===== config.mk =====
export PLATFORM = sky130hd
export DESIGN_NAME = fnv1a_fmix_worker_router_top_flat
export DESIGN_NICKNAME = d
export VERILOG_FILES = /design/src/sv/fnvfm_pkg.sv /design/src/sv/fnvfm_if.sv /design/src/sv/fnvfm_ctrl.sv /design/src/sv/fnvfm_dp.sv /design/src/sv/fnv1a_fmix_worker_router_top.sv /design/src/flat_wrapper.sv
export SDC_FILE = /design/constraint.sdc
export NUM_CORES = 2
export LEC_CHECK = 0
export BUFFER_PORTS_ARGS = -buffer_cell sky130_fd_sc_hd__buf_2
export CAP_MARGIN = 10
export CORE_ASPECT_RATIO = 0.7
export CORE_UTILIZATION = 55
export CTS_CLUSTER_DIAMETER = 80
export DETAILED_ROUTE_END_ITERATION = 7
export GPL_ROUTABILITY_DRIVEN = 0
export PLACE_DENSITY_LB_ADDON = 0.3
export SLEW_MARGIN = 40
export SYNTH_ARGS = -nofsm -noshare
export SYNTH_HDL_FRONTEND = slang
export SYNTH_HIERARCHICAL = 1
export SYNTH_SLANG_ARGS = --single-unit

===== constraint.sdc =====
create_clock -name i_clk -period 14.9 [get_ports i_clk]
set_clock_uncertainty 0.1 [all_clocks]
set_input_delay 2.98 -clock i_clk [delete_from_list [all_inputs] [get_ports i_clk]]
set_output_delay 2.98 -clock i_clk [all_outputs]
set_load 0.1 [all_outputs]

===== src/sv/fnvfm_pkg.sv =====
`timescale 1ns / 1ps
// ----------------------------------------------------------------------------
// fnvfm_pkg
// shared types and constants for the fnv-1a / fmix64 worker router
// ----------------------------------------------------------------------------
package fnvfm_pkg;

    // field widths
    localparam int HASH_W   = 64;
    localparam int HALF_W   = HASH_W / 2;
    localparam int BYTE_W   = 8;
    localparam int WCNT_W   = 7;
    localparam int IDX_W    = 6;
    localparam int BITCNT_W = $clog2(HASH_W);

    // fnv-1a 64-bit constants; prime is 2^40 + 2^8 + 0xb3
    localparam logic [HASH_W-1:0] FNV_BASIS   = 64'hcbf2_9ce4_8422_2325;
    localparam logic [7:0]        FNV_PRIME_LO = 8'hb3;
    localparam int                FNV_SH_MID  = 8;
    localparam int                FNV_SH_HI   = 40;

    // fmix64 constants
    localparam logic [HASH_W-1:0] FMIX_C1    = 64'hff51_afd7_ed55_8ccd;
    localparam logic [HASH_W-1:0] FMIX_C2    = 64'hc4ce_b9fe_1a85_ec53;
    localparam int                FMIX_SHIFT = 33;

    // source of the shift-xor step
    localparam logic [1:0] Z_NONE      = 2'd0;
    localparam logic [1:0] Z_FROM_HASH = 2'd1;
    localparam logic [1:0] Z_FROM_ACC  = 2'd2;

    // accumulator operation for the split multiply
    localparam logic [1:0] ACC_NONE   = 2'd0;
    localparam logic [1:0] ACC_LOAD   = 2'd1;
    localparam logic [1:0] ACC_ADD_HI = 2'd2;

    // controller to datapath commands
    typedef struct packed {
        logic       accept;
        logic       fnv_fin;
        logic [1:0] z_op;
        logic       mod_load;
        logic       mul_en;
        logic       mul_a_hi;
        logic       mul_b_hi;
        logic       mul_c2;
        logic [1:0] acc_op;
        logic       mod_step;
        logic       out_load;
    } t_dp_cmd;

    // datapath to controller status
    typedef struct packed {
        logic out_free;
    } t_dp_status;

endpackage


===== src/sv/fnvfm_if.sv =====
`timescale 1ns / 1ps
// ----------------------------------------------------------------------------
// fnvfm_if
// valid/ready channels for key bytes, routes and the worker count register
// ----------------------------------------------------------------------------

// key byte requests
interface fnvfm_in_if;
    logic       valid;
    logic       ready;
    logic [7:0] key_byte;
    logic       is_last;

    modport source (output valid, output key_byte, output is_last, input ready);
    modport sink   (input valid, input key_byte, input is_last, output ready);
endinterface

// route results
interface fnvfm_out_if;
    logic        valid;
    logic        ready;
    logic [5:0]  worker_index;
    logic [63:0] mixed_hash;

    modport source (output valid, output worker_index, output mixed_hash, input ready);
    modport sink   (input valid, input worker_index, input mixed_hash, output ready);
endinterface

// worker count register writes
interface fnvfm_cfg_if;
    logic       valid;
    logic       ready;
    logic [6:0] worker_count;

    modport source (output valid, output worker_count, input ready);
    modport sink   (input valid, input worker_count, output ready);
endinterface


===== src/sv/fnvfm_ctrl.sv =====
`timescale 1ns / 1ps
// ----------------------------------------------------------------------------
// fnvfm_ctrl
// sequencer: byte step, three shift-xor passes, two split multiplies,
// bit-serial modulo and output hand-off
// ----------------------------------------------------------------------------
module fnvfm_ctrl (
    input  logic                 i_clk,
    input  logic                 i_rst_n,
    input  logic                 i_in_valid,
    input  logic                 i_is_last,
    output logic                 o_in_ready,
    input  fnvfm_pkg::t_dp_status i_st,
    output fnvfm_pkg::t_dp_cmd    o_cmd
);

    localparam logic [3:0] S_IDLE = 4'd0;
    localparam logic [3:0] S_FNV  = 4'd1;
    localparam logic [3:0] S_XS   = 4'd2;
    localparam logic [3:0] S_MUL0 = 4'd3;
    localparam logic [3:0] S_MUL1 = 4'd4;
    localparam logic [3:0] S_MUL2 = 4'd5;
    localparam logic [3:0] S_MUL3 = 4'd6;
    localparam logic [3:0] S_MOD  = 4'd7;
    localparam logic [3:0] S_DONE = 4'd8;

    localparam logic [1:0] PASS_LAST = 2'd2;
    localparam logic [fnvfm_pkg::BITCNT_W-1:0] CNT_LAST = '1;

    logic [3:0]                       r_state, n_state;
    logic                             r_last, n_last;
    logic [1:0]                       r_pass, n_pass;
    logic [fnvfm_pkg::BITCNT_W-1:0]   r_cnt, n_cnt;

    // next state and commands
    always_comb begin
        n_state    = r_state;
        n_last     = r_last;
        n_pass     = r_pass;
        n_cnt      = r_cnt;
        o_cmd      = '0;
        o_in_ready = 1'b0;
        case (r_state)
            S_IDLE: begin
                o_in_ready = 1'b1;
                if (i_in_valid) begin
                    o_cmd.accept = 1'b1;
                    n_last       = i_is_last;
                    n_state      = S_FNV;
                end
            end
            S_FNV: begin
                o_cmd.fnv_fin = 1'b1;
                n_pass        = 2'd0;
                n_state       = r_last ? S_XS : S_IDLE;
            end
            S_XS: begin
                o_cmd.z_op = (r_pass == 2'd0) ? fnvfm_pkg::Z_FROM_HASH
                                              : fnvfm_pkg::Z_FROM_ACC;
                n_pass = r_pass + 2'd1;
                if (r_pass == PASS_LAST) begin
                    o_cmd.mod_load = 1'b1;
                    n_cnt          = '0;
                    n_state        = S_MOD;
                end else begin
                    n_state = S_MUL0;
                end
            end
            S_MUL0: begin
                o_cmd.mul_en = 1'b1;
                o_cmd.mul_c2 = (r_pass == PASS_LAST);
                n_state      = S_MUL1;
            end
            S_MUL1: begin
                o_cmd.mul_en   = 1'b1;
                o_cmd.mul_b_hi = 1'b1;
                o_cmd.mul_c2   = (r_pass == PASS_LAST);
                o_cmd.acc_op   = fnvfm_pkg::ACC_LOAD;
                n_state        = S_MUL2;
            end
            S_MUL2: begin
                o_cmd.mul_en   = 1'b1;
                o_cmd.mul_a_hi = 1'b1;
                o_cmd.mul_c2   = (r_pass == PASS_LAST);
                o_cmd.acc_op   = fnvfm_pkg::ACC_ADD_HI;
                n_state        = S_MUL3;
            end
            S_MUL3: begin
                o_cmd.acc_op = fnvfm_pkg::ACC_ADD_HI;
                n_state      = S_XS;
            end
            S_MOD: begin
                o_cmd.mod_step = 1'b1;
                n_cnt          = r_cnt + 1'b1;
                if (r_cnt == CNT_LAST) begin
                    n_state = S_DONE;
                end
            end
            S_DONE: begin
                if (i_st.out_free) begin
                    o_cmd.out_load = 1'b1;
                    n_state        = S_IDLE;
                end
            end
            default: begin
                n_state = S_IDLE;
            end
        endcase
    end

    // state registers
    always_ff @(posedge i_clk) begin
        if (!i_rst_n) begin
            r_state <= S_IDLE;
            r_last  <= 1'b0;
            r_pass  <= 2'd0;
            r_cnt   <= '0;
        end else begin
            r_state <= n_state;
            r_last  <= n_last;
            r_pass  <= n_pass;
            r_cnt   <= n_cnt;
        end
    end

endmodule


===== src/sv/fnvfm_dp.sv =====
`timescale 1ns / 1ps
// ----------------------------------------------------------------------------
// fnvfm_dp
// hash datapath: fnv-1a byte step, shared 32x32 multiplier for fmix64,
// restoring modulo and output register
// ----------------------------------------------------------------------------
module fnvfm_dp #(
    parameter int MAX_WORKERS = 64
) (
    input  logic                        i_clk,
    input  logic                        i_rst_n,
    input  fnvfm_pkg::t_dp_cmd          i_cmd,
    output fnvfm_pkg::t_dp_status       o_st,
    input  logic [fnvfm_pkg::BYTE_W-1:0] i_key_byte,
    input  logic                        i_cfg_valid,
    input  logic [fnvfm_pkg::WCNT_W-1:0] i_cfg_worker_count,
    output logic                        o_out_valid,
    input  logic                        i_out_ready,
    output logic [fnvfm_pkg::IDX_W-1:0]  o_worker_index,
    output logic [fnvfm_pkg::HASH_W-1:0] o_mixed_hash
);

    localparam int HW = fnvfm_pkg::HASH_W;
    localparam int HL = fnvfm_pkg::HALF_W;
    localparam int WW = fnvfm_pkg::WCNT_W;

    logic [WW-1:0] r_wcnt;
    logic [WW-1:0] n_eff;
    logic [HW-1:0] r_hash, r_xh, r_fnvp;
    logic [HW-1:0] n_xh;
    logic [HW-1:0] r_z, r_acc, r_prod, r_div;
    logic [HW-1:0] n_z, z_src, mul_c;
    logic [HL-1:0] mul_a, mul_b;
    logic [WW-1:0] r_rem;
    logic [WW:0]   rem_sh;
    logic          r_out_valid;
    logic [fnvfm_pkg::IDX_W-1:0] r_out_idx;
    logic [HW-1:0] r_out_hash;

    // worker count register, zero read as one, saturated at the maximum
    always_ff @(posedge i_clk) begin
        if (!i_rst_n) begin
            r_wcnt <= WW'(1);
        end else if (i_cfg_valid) begin
            r_wcnt <= i_cfg_worker_count;
        end
    end

    always_comb begin
        n_eff = r_wcnt;
        if (r_wcnt == '0) begin
            n_eff = WW'(1);
        end
        if (int'(r_wcnt) > MAX_WORKERS) begin
            n_eff = WW'(MAX_WORKERS);
        end
    end

    // fnv-1a: xor byte, then sparse multiply by the prime over the accept and prime add steps
    assign n_xh = r_hash ^ {{(HW - fnvfm_pkg::BYTE_W){1'b0}}, i_key_byte};

    always_ff @(posedge i_clk) begin
        if (!i_rst_n) begin
            r_hash <= fnvfm_pkg::FNV_BASIS;
        end else if (i_cmd.fnv_fin) begin
            r_hash <= r_fnvp + (r_xh << fnvfm_pkg::FNV_SH_MID)
                             + (r_xh << fnvfm_pkg::FNV_SH_HI);
        end else if (i_cmd.z_op == fnvfm_pkg::Z_FROM_HASH) begin
            r_hash <= fnvfm_pkg::FNV_BASIS;
        end
    end

    always_ff @(posedge i_clk) begin
        if (i_cmd.accept) begin
            r_xh   <= n_xh;
            r_fnvp <= n_xh * {{(HW - 8){1'b0}}, fnvfm_pkg::FNV_PRIME_LO};
        end
    end

    // shift-xor step of the finaliser
    assign z_src = (i_cmd.z_op == fnvfm_pkg::Z_FROM_HASH) ? r_hash : r_acc;
    assign n_z   = z_src ^ (z_src >> fnvfm_pkg::FMIX_SHIFT);

    always_ff @(posedge i_clk) begin
        if (i_cmd.z_op != fnvfm_pkg::Z_NONE) begin
            r_z <= n_z;
        end
    end

    // shared 32x32 multiplier, low 64 bits built from three partial products
    assign mul_c = i_cmd.mul_c2 ? fnvfm_pkg::FMIX_C2 : fnvfm_pkg::FMIX_C1;
    assign mul_a = i_cmd.mul_a_hi ? r_z[HW-1:HL] : r_z[HL-1:0];
    assign mul_b = i_cmd.mul_b_hi ? mul_c[HW-1:HL] : mul_c[HL-1:0];

    always_ff @(posedge i_clk) begin
        if (i_cmd.mul_en) begin
            r_prod <= HW'(mul_a) * HW'(mul_b);
        end
    end

    always_ff @(posedge i_clk) begin
        case (i_cmd.acc_op)
            fnvfm_pkg::ACC_LOAD: begin
                r_acc <= r_prod;
            end
            fnvfm_pkg::ACC_ADD_HI: begin
                r_acc[HW-1:HL] <= r_acc[HW-1:HL] + r_prod[HL-1:0];
            end
            default: begin
                r_acc <= r_acc;
            end
        endcase
    end

    // restoring modulo, one dividend bit per cycle
    assign rem_sh = {r_rem, r_div[HW-1]};

    always_ff @(posedge i_clk) begin
        if (i_cmd.mod_load) begin
            r_div <= n_z;
            r_rem <= '0;
        end else if (i_cmd.mod_step) begin
            r_div <= r_div << 1;
            if (rem_sh >= {1'b0, n_eff}) begin
                r_rem <= WW'(rem_sh - {1'b0, n_eff});
            end else begin
                r_rem <= WW'(rem_sh);
            end
        end
    end

    // output register, frees when the request is taken
    always_ff @(posedge i_clk) begin
        if (!i_rst_n) begin
            r_out_valid <= 1'b0;
        end else if (i_cmd.out_load) begin
            r_out_valid <= 1'b1;
        end else if (i_out_ready) begin
            r_out_valid <= 1'b0;
        end
    end

    always_ff @(posedge i_clk) begin
        if (i_cmd.out_load) begin
            r_out_idx  <= r_rem[fnvfm_pkg::IDX_W-1:0];
            r_out_hash <= r_z;
        end
    end

    assign o_st.out_free = !r_out_valid || i_out_ready;
    assign o_out_valid    = r_out_valid;
    assign o_worker_index = r_out_idx;
    assign o_mixed_hash   = r_out_hash;

endmodule


===== src/sv/fnv1a_fmix_worker_router_top.sv =====
`timescale 1ns / 1ps
// ----------------------------------------------------------------------------
// fnv1a_fmix_worker_router_top
// routes a key to a worker by fnv-1a 64 hashing and the fmix64 finaliser
// ----------------------------------------------------------------------------
// channels: i_key takes one key byte per request (key_byte, is_last);
// o_route gives one request per key (worker_index, mixed_hash); i_cfg writes
// the worker count register, always ready; the user must see that it is
// written only while idle, as the block does not enforce it. a byte not
// marked last passes the accept and the fnv prime add steps. a byte marked
// last is followed by the finaliser: three shift-xors with a constant
// multiply between each pair on a shared 32x32 multiplier, then a
// bit-serial modulo of the 64-bit hash. the next byte can be taken in the
// cycle after the route is loaded. a held route sits in the output
// register; key bytes are still taken while it is held, and the block
// waits only when a new route is ready while the old is unread.
// reset sets the running hash to the fnv offset basis and the worker count
// to one; a count of zero routes as one, counts above MAX_WORKERS saturate.
// ----------------------------------------------------------------------------
module fnv1a_fmix_worker_router_top #(
    parameter int MAX_WORKERS = 64
) (
    input  logic          i_clk,
    input  logic          i_rst_n,
    fnvfm_in_if.sink      i_key,
    fnvfm_out_if.source   o_route,
    fnvfm_cfg_if.sink     i_cfg
);

    fnvfm_pkg::t_dp_cmd    cmd;
    fnvfm_pkg::t_dp_status st;

    assign i_cfg.ready = 1'b1;

    // sequencer
    fnvfm_ctrl u_ctrl (
        .i_clk      (i_clk),
        .i_rst_n    (i_rst_n),
        .i_in_valid (i_key.valid),
        .i_is_last  (i_key.is_last),
        .o_in_ready (i_key.ready),
        .i_st       (st),
        .o_cmd      (cmd)
    );

    // datapath
    fnvfm_dp #(
        .MAX_WORKERS (MAX_WORKERS)
    ) u_dp (
        .i_clk              (i_clk),
        .i_rst_n            (i_rst_n),
        .i_cmd              (cmd),
        .o_st               (st),
        .i_key_byte         (i_key.key_byte),
        .i_cfg_valid        (i_cfg.valid),
        .i_cfg_worker_count (i_cfg.worker_count),
        .o_out_valid        (o_route.valid),
        .i_out_ready        (o_route.ready),
        .o_worker_index     (o_route.worker_index),
        .o_mixed_hash       (o_route.mixed_hash)
    );

    // a route is loaded only into a free output register
    a_load_free: assert property (@(posedge i_clk) disable iff (!i_rst_n)
        cmd.out_load |-> st.out_free)
        else $error("route loaded over an unread route");

    // a new route appears only from a load command
    a_rise_load: assert property (@(posedge i_clk) disable iff (!i_rst_n)
        $rose(o_route.valid) |-> $past(cmd.out_load))
        else $error("route valid without load");

    // no key byte is taken while the modulo runs
    a_mod_busy: assert property (@(posedge i_clk) disable iff (!i_rst_n)
        cmd.mod_step |-> !i_key.ready)
        else $error("key byte accepted during modulo");

    // a byte step is always followed by its prime add
    a_fnv_fin: assert property (@(posedge i_clk) disable iff (!i_rst_n)
        cmd.accept |=> cmd.fnv_fin)
        else $error("byte accepted without prime add");

endmodule

===== src/flat_wrapper.sv =====
// flat-port wrapper written by rule: the top's interface ports become plain ports
module fnv1a_fmix_worker_router_top_flat 
#(
    parameter int MAX_WORKERS = 64
)
  (i_clk, i_rst_n, i_key_valid, i_key_key_byte, i_key_is_last, i_key_ready, o_route_valid, o_route_worker_index, o_route_mixed_hash, o_route_ready, i_cfg_valid, i_cfg_worker_count, i_cfg_ready);
  fnvfm_in_if i_key_i ();
  fnvfm_out_if o_route_i ();
  fnvfm_cfg_if i_cfg_i ();
  input  logic i_clk;
  input  logic i_rst_n;
  input wire logic [$bits(i_key_i.valid)-1:0] i_key_valid;
  input wire logic [$bits(i_key_i.key_byte)-1:0] i_key_key_byte;
  input wire logic [$bits(i_key_i.is_last)-1:0] i_key_is_last;
  output wire logic [$bits(i_key_i.ready)-1:0] i_key_ready;
  output wire logic [$bits(o_route_i.valid)-1:0] o_route_valid;
  output wire logic [$bits(o_route_i.worker_index)-1:0] o_route_worker_index;
  output wire logic [$bits(o_route_i.mixed_hash)-1:0] o_route_mixed_hash;
  input wire logic [$bits(o_route_i.ready)-1:0] o_route_ready;
  input wire logic [$bits(i_cfg_i.valid)-1:0] i_cfg_valid;
  input wire logic [$bits(i_cfg_i.worker_count)-1:0] i_cfg_worker_count;
  output wire logic [$bits(i_cfg_i.ready)-1:0] i_cfg_ready;
  assign i_key_i.valid = i_key_valid;
  assign i_key_i.key_byte = i_key_key_byte;
  assign i_key_i.is_last = i_key_is_last;
  assign i_key_ready = i_key_i.ready;
  assign o_route_valid = o_route_i.valid;
  assign o_route_worker_index = o_route_i.worker_index;
  assign o_route_mixed_hash = o_route_i.mixed_hash;
  assign o_route_i.ready = o_route_ready;
  assign i_cfg_i.valid = i_cfg_valid;
  assign i_cfg_i.worker_count = i_cfg_worker_count;
  assign i_cfg_ready = i_cfg_i.ready;
  fnv1a_fmix_worker_router_top #(.MAX_WORKERS(MAX_WORKERS)) u_core (.i_clk(i_clk), .i_rst_n(i_rst_n), .i_key(i_key_i), .o_route(o_route_i), .i_cfg(i_cfg_i));
endmodule

==> impl_metrics.tcl <==
set metrics [dict create \
    worstSetupEndpoint "u_core/u_dp/r_prod[59]" \
    worstSetupEndpointType "flip-flop" \
    syn_inst 6269 \
    dp_hpwl_mm 166.8 \
    required_ps 15150 \
    die_y_um 289.6 \
    grt_pass1_vias 46703 \
    rsz0062_at_grt "false" \
    min_period_ps 11670 \
    crit_start "u_core/u_ctrl/r_state[0]" \
    cts_max_level 2 \
    clk_path_buf_depth 3 \
    port_buffers 92 \
    post_cts_buffers 0 \
    status "finished with violations" \
    area_delta_synth_final_pct 6.087 \
    synth_seq_area_share_pct 23.39 \
    core-area_um2 117200 \
    hold_path.class "reg2reg" \
    fp-row-count 105 \
    drc 11 \
    vias 46990 \
    numClockSinks 537 \
    hold_viol_final 0 \
    syn_area_um2 64990 \
    rr_endpoint "u_core/u_dp/r_prod[59]" \
    ys.flop_type "edfxtp_1" \
    start_util_pct 55.46 \
    root_buffer "clkbuf_16" \
    finalWirelength_mm 202.1 \
    synth-edff-count 445 \
    maxSlewHeadroom_pct 31.61 \
    tritoncts "built" \
    path_max_fanout 65 \
    track_usage_pct 34.48 \
    cp.arrival_ps 11920 \
    ys_ff_latch 537 \
    grt.overflow.total 0 \
    layout-drive-gt1-share_pct 6.265 \
    drv_cap 0 \
    tns_ps 0 \
    final_cells 7890 \
    crit_path_start_kind "flip-flop" \
    period_share_pct 78.31 \
    setup_viol 0 \
    grt_max_degree 75 \
    max_stage_delay_ps 700 \
    yosysWarnings 6 \
    drtAntennaViolNets 0 \
    dpl_cell_area_um2 67290 \
    cts-resized-gates 0 \
    avgSynthCellArea_um2 10.37 \
    viasPerCell 5.956 \
    rrSetupSlack_ps 3230 \
    fin_area_um2 68950 \
    tightest_slew_ps 1017 \
    worstSetupPathType "reg2reg" \
    slew_violations 0 \
    synth_nets 7935 \
    cp_slowest_cell "dfxtp_1" \
    pin_count 94 \
    crit_path_frequent_cell "fa_1" \
    drt_iter0_drc 6298 \
    failed_checks "design-rule violations" \
    post_drt_wl_per_cell_um 25.61 \
    fmax_ghz 0.08570 \
    dieWidth_um 412.9 \
    r2r_start "u_core/u_ctrl/r_state[0]" \
    synthArstFlopShare_pct 0 \
    drtPass1Iterations 8 \
    path_clk_slew_ps 80 \
    clk_latency_ps 600 \
    holdBufCountCts 0 \
    antenna_found_initial 3 \
    rr_worst_depth 37 \
    final_net_count 7965 \
    cts_made_buffers 48 \
    die-area_um2 119600 \
    synth_cell_types 96 \
    dp.cells 7799 \
    grt_pass1_wl_mm 302.3 \
]
## per-layer routing
| layer | track usage (%) | share of wire (%) |
|---|---|---|
| met4 | 7.140 | 2.5 |
| met5 | 0.6661 | 0.064 |
| met3 | 16.92 | 18 |
| met2 | 43.11 | 37 |
| met1 | 52.61 | 43 |
## critical path: cells and delay by family (launching register included)
family	cells	cell delay (ps)
adders and majority gates	10	4690
DFF	1	700
buffers and inverters	10	1600
AOI/OAI and AO/OA	12	2910
and+or+nand+nor	4	1280
xor gates and xnor gates	1	70
## how the worst min path moves through the flow
stage | start | endpoint | cells past startpoint
after floorplan | u_core/u_dp/r_z[27] | u_core/u_dp/o_mixed_hash[27] | 0
after global placement | u_core/u_dp/r_z[42] | u_core/u_dp/o_mixed_hash[42] | 0
after detailed placement | u_core/u_dp/r_z[50] | u_core/u_dp/o_mixed_hash[50] | 0
after CTS | u_core/u_dp/r_z[31] | u_core/u_dp/o_mixed_hash[31] | 0
after global routing | u_core/u_dp/r_z[31] | u_core/u_dp/o_mixed_hash[31] | 0
final | u_core/u_dp/r_z[15] | u_core/u_dp/o_mixed_hash[15] | 0
## placed cells by master (no fill, tap or decap), types with 33 or more instances in the layout
| cell | instances |
|---|---|
| a21o_1 | 162 |
| a21oi_1 | 266 |
| and2_1 | 86 |
| buf_2 | 92 |
| buf_4 | 53 |
| clkbuf_16 | 49 |
| dfxtp_1 | 92 |
| edfxtp_1 | 445 |
| fa_1 | 965 |
| ha_1 | 677 |
| inv_1 | 1385 |
| mux2_2 | 62 |
| mux2i_1 | 103 |
| nand2_1 | 315 |
| nand2b_1 | 99 |
| nand3_1 | 38 |
| nand4_1 | 33 |
| nor2_1 | 325 |
| nor2b_1 | 56 |
| nor3_1 | 39 |
| o21ai_0 | 145 |
| o31ai_1 | 39 |
| xnor2_1 | 220 |
| xor2_1 | 160 |
## flip-flops by register name (all words and copies together) (netlist names)
| register | cells |
|---|---|
| u_core/u_dp/r_hash | 64 |
| u_core/u_dp/r_xh | 56 |
| u_core/u_dp/o_worker_index | 6 |
| u_core/u_ctrl/r_state | 4 |
| u_core/u_dp/r_z | 64 |
| u_core/u_dp/r_div | 64 |
| u_core/u_ctrl/r_last | 1 |
| u_core/u_dp/r_wcnt | 7 |
| u_core/u_ctrl/r_pass | 2 |
| u_core/u_dp/o_out_valid | 1 |
| u_core/u_dp/r_acc | 64 |
| u_core/u_dp/o_mixed_hash | 64 |
| u_core/u_dp/r_prod | 64 |
| u_core/u_dp/r_rem | 7 |
| u_core/u_dp/r_fnvp | 63 |
| u_core/u_ctrl/r_cnt | 6 |
## Yosys cell counts (33+ instances only)
master | instances | area [um2]
nand2b_1 | 100 | 625.6
nand2_1 | 315 | 1182
inv_1 | 1385 | 5199
o21ai_0 | 145 | 725.7
xnor2_1 | 220 | 1927
mux2i_1 | 107 | 1071
nor2_1 | 328 | 1231
mux2_2 | 62 | 698.2
dfxtp_1 | 92 | 1842
fa_1 | 965 | 19320
nor3_1 | 41 | 205.2
ha_1 | 680 | 8508
xor2_1 | 160 | 1401
nand3_1 | 38 | 190.2
clkbuf_1 | 142 | 533.0
edfxtp_1 | 445 | 13360
nor2b_1 | 58 | 362.9
a21oi_1 | 266 | 1331
a21o_1 | 162 | 1216
and2_1 | 88 | 550.5
o31ai_1 | 40 | 300.3
nand4_1 | 33 | 206.5
## final cells by class
cell class	count	area (um2)
antenna	2	5.005
clock buffer	56	1252
clock inverter	32	355.3
fill	9751	48240
inverter	1395	5238
multi-input combinational	4167	44010
sequential	537	15200
tap	1551	1941
timing repair buffer	150	940.9
## through the flow
stage / setup slack [ps] / hold WS [ps] / utilization (%)
2_1_floorplan: 1983 / 318.7 / -
3_3_place_gp: 3520 / 332.8 / 57.38
3_5_place_dp: 3287 / 334.1 / 57.42
4_1_cts: 3263 / 350.4 / 58.80
5_1_grt: 2731 / 359.3 / 58.83
6_report: 3232 / 350.1 / 58.84
## logic make-up (layout without fill, tap and decap cells)
kind of cell | count (synthesis) | after routing | synth area share, %
AND/OR/NAND/NOR | 1108 | 1108 | 8.159
other | 2 | 4 | 0.01156
adder cells (fa/ha/maj) | 1645 | 1645 | 42.82
buffers and inverters | 1565 | 1633 | 9.070
multiplexers | 170 | 170 | 2.740
XOR/XNOR | 380 | 380 | 5.121
flip-flops | 537 | 537 | 23.39
AO/OA/AOI/OAI | 862 | 862 | 8.688
Power is left out: the tool's default activity adds up to more than one toggle a clock period on the data nets, which glitch-free logic cannot reach.
